**src/hdl/pcp_pkg.sv**
```systemverilog
// shared types and constants of the polyline closest point core
package pcp_pkg;

	typedef enum logic [1:0] {
		CMD_CLEAR  = 2'd0,
		CMD_APPEND = 2'd1,
		CMD_QUERY  = 2'd2,
		CMD_NONE   = 2'd3
	} cmd_t;

	typedef enum logic [3:0] {
		S_IDLE,
		S_RDA,
		S_RDB,
		S_DELTA,
		S_MUL1,
		S_MUL2,
		S_DOT,
		S_DIV,
		S_SCALE,
		S_POS,
		S_SQ,
		S_CMP,
		S_SQRT,
		S_DONE
	} state_t;

	localparam int SQRT_IN_W  = 64;
	localparam int SQRT_OUT_W = 32;
	localparam int FRAC_BITS  = 16;

	typedef struct packed {
		logic                  start;
		logic [SQRT_IN_W-1:0]  value;
	} sqrt_req_t;

	typedef struct packed {
		logic                  done;
		logic [SQRT_OUT_W-1:0] root;
	} sqrt_rsp_t;

endpackage

```
**src/hdl/pcp_isqrt.sv**
```systemverilog
// integer square root, two radicand bits per cycle
module pcp_isqrt import pcp_pkg::*; (
	input  logic      clk,
	input  logic      arst_n,
	input  sqrt_req_t req,
	output sqrt_rsp_t rsp
);
	localparam int CW = $clog2(SQRT_OUT_W);

	logic [SQRT_IN_W-1:0]  val_q;
	logic [SQRT_OUT_W+1:0] rem_q;
	logic [SQRT_OUT_W-1:0] root_q;
	logic [CW-1:0]         cnt_q;
	logic                  run_q;
	logic                  done_q;
	logic [SQRT_OUT_W+1:0] rem_sh;
	logic [SQRT_OUT_W+1:0] trial;

	assign rem_sh = {rem_q[SQRT_OUT_W-1:0], val_q[SQRT_IN_W-1 -: 2]};
	assign trial  = {root_q, 2'b01};

	always_ff @(posedge clk or negedge arst_n) begin
		if (!arst_n) begin
			run_q  <= 1'b0;
			done_q <= 1'b0;
			cnt_q  <= '0;
		end else begin
			done_q <= 1'b0;
			if (req.start) begin
				run_q <= 1'b1;
				cnt_q <= '0;
			end else if (run_q) begin
				cnt_q <= cnt_q + 1'b1;
				if (cnt_q == CW'(SQRT_OUT_W - 1)) begin
					run_q  <= 1'b0;
					done_q <= 1'b1;
				end
			end
		end
	end

	always_ff @(posedge clk) begin
		if (req.start) begin
			val_q  <= req.value;
			rem_q  <= '0;
			root_q <= '0;
		end else if (run_q) begin
			val_q <= {val_q[SQRT_IN_W-3:0], 2'b00};
			if (rem_sh >= trial) begin
				rem_q  <= rem_sh - trial;
				root_q <= {root_q[SQRT_OUT_W-2:0], 1'b1};
			end else begin
				rem_q  <= rem_sh;
				root_q <= {root_q[SQRT_OUT_W-2:0], 1'b0};
			end
		end
	end

	assign rsp.done = done_q;
	assign rsp.root = root_q;
endmodule

```
**config.mk**
```make
export PLATFORM = sky130hd
export DESIGN_NAME = pcp_isqrt
export DESIGN_NICKNAME = d
export VERILOG_FILES = /design/src/hdl/pcp_pkg.sv /design/src/hdl/pcp_isqrt.sv
export SDC_FILE = /design/constraint.sdc
export NUM_CORES = 1
export LEC_CHECK = 0
export ABC_CLOCK_PERIOD_IN_PS = 2900
export BUFFER_PORTS_ARGS = -buffer_cell sky130_fd_sc_hd__buf_2
export CORE_ASPECT_RATIO = 0.9
export CORE_MARGIN = 10
export CORE_UTILIZATION = 58
export DETAILED_ROUTE_END_ITERATION = 12
export HOLD_SLACK_MARGIN = 0.1
export PLACE_DENSITY = 0.8
export SLEW_MARGIN = 15
export SYNTH_ARGS = -nofsm -noshare
export SYNTH_HDL_FRONTEND = slang
export SYNTH_SLANG_ARGS = --single-unit
export TNS_END_PERCENT = 5
```
**constraint.sdc**
```tcl
create_clock -name clk -period 2.9 [get_ports clk]
set_input_delay 0.145 -clock clk [delete_from_list [all_inputs] [get_ports clk]]
set_output_delay 0.145 -clock clk [all_outputs]
set_load 0.05 [all_outputs]
```
### Word level (Yosys, flattened, before mapping)

Cells that the tools add are included.
W data, S select, Z words.

* equal/unequal tests: 1
* $lt $le $gt $ge: 1
* reductions and logical operators: 1
* add/subtract/negate cells: 2
* muxes and demuxes: 12

Operators by type and width (number)
* $mux W64: 2
* $ge A34 B34 Y1: 1
* $mux W32: 1
* $sub A32 B32 Y32: 1
* $mux W5: 2
* $mux W1: 7
* $add A5 B1 Y5 const B: 1
* $eq A5 B5 Y1 const B: 1
* $reduce_bool A2 Y1: 1

* bits in registers: 135
* logic and storage cells: 23
* bits of input ports: 67

### Longest topological paths before layout

* depth after elaboration: 4
* mapped depth: 13
* depth with buffers taken out: 10

### Least setup slack after synthesis

OpenSTA, ideal clock, no wires.

* path type: register to register
* start: register root_q[9]
* end: register rem_q[15]
* required time: 2763 ps
* buffers on the path: 2
* period minus slack after synthesis: 3045 ps
* arrival: 2907 ps
* cell stages (with the launch flop): 13
* setup slack: -145 ps
* cell sequence: dfxtp_1 > inv_1 > ha_1 > nand2_1 > or3_1 > a21o_1 > a211oi_2 > a21oi_2 > a31oi_4 > buf_6 > buf_12 > mux2i_1 > a211oi_1

* longest elaborated chain between the ends: 2
* elaborated cells on any way between the ends: 3

Ends and longest elaborated chain
* start: declaration: RTL line pcp_isqrt.sv:12 `logic [SQRT_OUT_W-1:0] root_q;`
* start signal: assignment: RTL line pcp_isqrt.sv:51 `root_q <= {root_q[SQRT_OUT_W-2:0], 1'b1};`
* start signal: assignment: RTL line pcp_isqrt.sv:54 `root_q <= {root_q[SQRT_OUT_W-2:0], 1'b0};`
* $sub A32 B32 Y32 / $ge A34 B34 Y1 (equally long branches): RTL line pcp_isqrt.sv:50, pcp_isqrt.sv:49
* $mux W32 *: RTL line pcp_isqrt.sv:49 `if (rem_sh >= trial) begin`
* end signal: assignment: RTL line pcp_isqrt.sv:50 `rem_q <= rem_sh - trial;`
* end signal: assignment: RTL line pcp_isqrt.sv:53 `rem_q <= rem_sh;`
* end: declaration: RTL line pcp_isqrt.sv:11 `logic [SQRT_OUT_W+1:0] rem_q;`

Mark *: on every way between the ends. The rest lies on a longest branch, timed or not.
A chain may end at the register's enable or synchronous reset.

### Worst setup path after layout

* start: register root_q[8]
* end: register rem_q[25]

The elaborated chain is that of the path after synthesis.

==> impl_metrics.csv <==
group,metric,value,unit
power,p_sw,3530,µW
worst_setup_path,critPathCaptureType,"flip-flop",
power,p_int,5870,µW
worst_setup_path,path_buf_inv,1,
worst_setup_path,path_class,"flip-flop to flip-flop",
logic_synthesis,synth_cell_types,58,
logic_synthesis,yosysSeqAreaShare,45.0,%
place,placement.io_buffers,99,
worst_setup_path,critPathMaxStageDelay,0.56,ns
worst_setup_path,path_max_fanout,5,
power,peakVddDrop,569,µV
power,clock_power_share,23.0,%
logic_synthesis,synthTopCellsByArea,"edfxtp_1 (26%), dfxtp_1 (17%), mux2_2 (9.4%), mux2i_1 (7.6%), ha_1 (6.0%)",
sta,fmax,0.356,GHz
sta,finalHoldViolations,0,
floorplanning,pin_count,100,
sta,fin_ws,0.0890,ns
clock_network,cts-htree-levels,4,
route,routed_wl,20200,µm
sta,finalSetupViolCount,0,
outcome,status,"finished clean",
clock_network,cts_tree,"built",
grt,antenna_found_initial,1,
sta,slew_viol_final,0,
floorplanning,die_area,17900,µm²
logic_synthesis,synth_top_area_cell,"edfxtp_1",
route,vias_per_cell,5.76,
worst_setup_path,critPathArrivalTime,3.08,ns
final_layout,fin_util,75.9,%
route,postRouteAntennaNets,0,
worst_setup_path,r2r-start,"root_q[8]",
route,vias,6170,
clock_network,path_clk_slew,0.06,ns
worst_setup_path,path_delay_family,"simple AND/OR/NAND/NOR gates",
floorplanning,rows,39,
hold_path,hold_path_class,"input port to asynchronous set/reset pin",
worst_setup_path,critical_path.cell_chain,"inv_1 -> ha_1 -> nand3_1 -> or4_4 -> nor4_4 -> o21ai_2 -> o211a_4 -> o211a_1 -> o31ai_2 -> a311oi_1",
floorplanning,core,12700,µm²
final_layout,fin_nets,996,
sta,worst_pin_slew,0.798,ns
power,power_leakage,0.00431,µW
logic_synthesis,synth_seq_cells,135,
clock_network,cts.sinks,135,
worst_setup_path,reg2reg_slack,0.09,ns
worst_setup_path,required,3.17,ns
logic_synthesis,yosys_warnings,0,
worst_setup_path,cp_slowest_cell,"or4_4",
place,dpl_cell_area,8250,µm²
logic_synthesis,synth_top_area_share,25.6,%
floorplanning,fp.dieW,140,µm
sta,rsz0062_at_grt,"yes",
grt,track_usage,21.8,%
final_layout,fin_area,9630,µm²
final_layout,syn_to_final_growth,28.3,%
place,place_ws,-0.00256,ns
grt,grt_max_degree,65,
grt,grt.overflow.total,0,
worst_setup_path,reg2reg_to,"rem_q[25]",
sta,clock-skew-final,0.0127,ns
floorplanning,die_h,128,µm
clock_network,clockRootBuffer,"clkbuf_16",
worst_setup_path,start_kind,"flip-flop",
sta,min_period,2.81,ns
place,hpwl,12100,µm
route,routedWlPerCell,18.8,µm
clock_network,cts_buffer_depth,2,
flow_run,maxCapViolations,0,
power,comb_power_share,51.0,%
final_layout,drive_gt1_share,28.8,%
power,switching_share,37.6,%
logic_synthesis,synthCells,719,
power,seq_power_share,26.1,%
final_layout,fin_cells,1072,
grt,grt_pass1_vias,6321,
logic_synthesis,synthArstFlopShare,5.19,%
logic_synthesis,syn_nets,822,
logic_synthesis,synthesis.area,7510,µm²
logic_synthesis,synth_flop_cell,"edfxtp_1",
route,drc,0,
place,gp_congestion,0.936,
power,p_per_area,976,nW/µm²
route,drtIter0Drc,509,
route,firstDrtPassIters,7,
clock_network,cts_buffers,17,
floorplanning,initial_core_util,59.2,%
clock_network,clock_latency,0.42,ns
place,placedCellCount,969,
sta,maxSlewHeadroom,46.8,%
grt,grt_pass1_wl,31800,µm
worst_setup_path,reg2reg_depth,10,
sta,finalCritPeriodShare,96.9,%
logic_synthesis,synth.avg_cell_area,10.4,µm²
logic_synthesis,synth_edf_count,64,
-- layout make-up --
class                   count  area, µm²
inverters                  44        165
well taps                 164        205
clock buffers              19        433
multi-input cells         500       3870
diodes                      2       5.00
repair buffers            195       1420
clock inverters            13        145
fillers                   824       3050
flip-flops and latches    135       3400
-- worst max-delay path by stage --
stage / from / endpoint / slack [ns] / depth (start not counted)
after CTS: root_q[14] / rem_q[25] / 0.0007 / 10
after floorplan: root_q[10] / rem_q[25] / -0.007 / 10
after global routing: root_q[4] / rem_q[12] / -0.05 / 11
after global placement: root_q[9] / rem_q[27] / 0.1 / 11
after detailed placement: root_q[14] / rem_q[25] / -0.003 / 10
final: root_q[8] / rem_q[25] / 0.09 / 10
-- kinds of logic (layout without fill, tap and decap cells) --
kind of cell	after synthesis	after routing	share of synthesized area, %
buffers and inverters	84	271	4.78
AO/OA/AOI/OAI	134	134	12.2
XOR/XNOR	30	30	3.50
other	0	2	0
flip-flops	135	135	45.0
adder cells (fa/ha/maj)	36	36	6.00
AND/OR/NAND/NOR	180	180	11.4
multiplexers	120	120	17.0
-- sequential cells by signal, indices dropped and copies added (netlist names) --
| signal | flops |
|---|---|
| run_q | 1 |
| cnt_q | 5 |
| root_q | 32 |
| rem_q | 32 |
| done_q | 1 |
| val_q | 64 |
-- Yosys cell counts, types with 6 or more instances --
cell	number
nand2b_1	11
nor2_1	83
buf_1	6
o21a_1	6
o21bai_1	6
dfrtp_1	7
nor3_1	9
dfxtp_1	64
xor2_1	8
mux2i_1	57
mux2_2	63
clkbuf_1	25
nand3_1	8
nand4_1	11
a21o_1	13
o21ai_0	18
nand2_1	26
inv_1	44
ha_1	36
a211oi_1	25
edfxtp_1	64
a21oi_1	30
xnor2_1	22
-- power groups by stage --
| stage | registers, µW | clock network [µW] | logic [µW] |
|---|---|---|---|
| 2_1_floorplan | 2450 | 0 | 3340 |
| 3_3_place_gp | 2450 | 0 | 4080 |
| 3_5_place_dp | 2470 | 0 | 4210 |
| 4_1_cts | 2430 | 2150 | 4320 |
| 5_1_grt | 2470 | 2260 | 5190 |
| 6_report | 2450 | 2160 | 4790 |
-- stage by stage --
| stage | power [µW] | TNS (ns) | hold slack, ns |
|---|---|---|---|
| 2_1_floorplan | 5790 | -0.00690 | -0.151 |
| 3_3_place_gp | 6540 | 0 | -0.0210 |
| 6_report | 9410 | 0 | 0.127 |
| 5_1_grt | 9920 | -0.317 | 0.129 |
| 3_5_place_dp | 6680 | -0.00256 | -0.00842 |
| 4_1_cts | 8900 | 0 | 0.105 |
-- per-layer routing --
layer	up-vias	share of wire, %	wire, µm	track usage (%)
met5	-	0	0	0
met4	0	2.4	494	8.13
met3	45	6.2	1260	7.26
met2	211	52	10400	38.5
met1	2967	40	8010	23.8
li1	2947	-	-	-
-- cells in the final DEF (no fill, tap or decap), types with 3 or more instances in the layout --
cell,synthesis,final
a21oi_1,30,29
o22ai_1,4,4
dlygate4sd3_1,0,65
ha_1,36,32
nand4_1,11,11
xor2_1,8,8
o21bai_1,6,6
inv_1,44,44
clkbuf_16,0,18
nor4_1,4,4
nand2_1,26,25
nand3b_1,3,3
mux2i_1,57,57
clkinv_4,0,3
dfrtp_1,7,6
o31a_1,5,5
nand3_1,8,8
and2_1,4,4
buf_4,2,29
nor2_1,83,83
inv_6,0,4
dfxtp_2,0,13
nor3_1,9,9
a31oi_1,5,5
edfxtp_1,64,64
buf_2,3,98
or3b_2,3,3
xnor2_1,22,22
mux2_2,63,63
o21a_1,6,6
or3_1,3,3
nor2b_1,5,5
o21ai_0,18,17
dfxtp_1,64,51
nand2b_1,11,11
a21o_1,13,13
a211oi_1,25,24
-- what timing repair did --
action / CTS / global route
gates resized for setup: 0 / 20
buffers inserted: 0 / 3
hold buffers: 65 / 0
hold endpoints to repair: 71 / 0
endpoints found under the setup margin: 0 / 31
(Power assumes the default switching activity.)
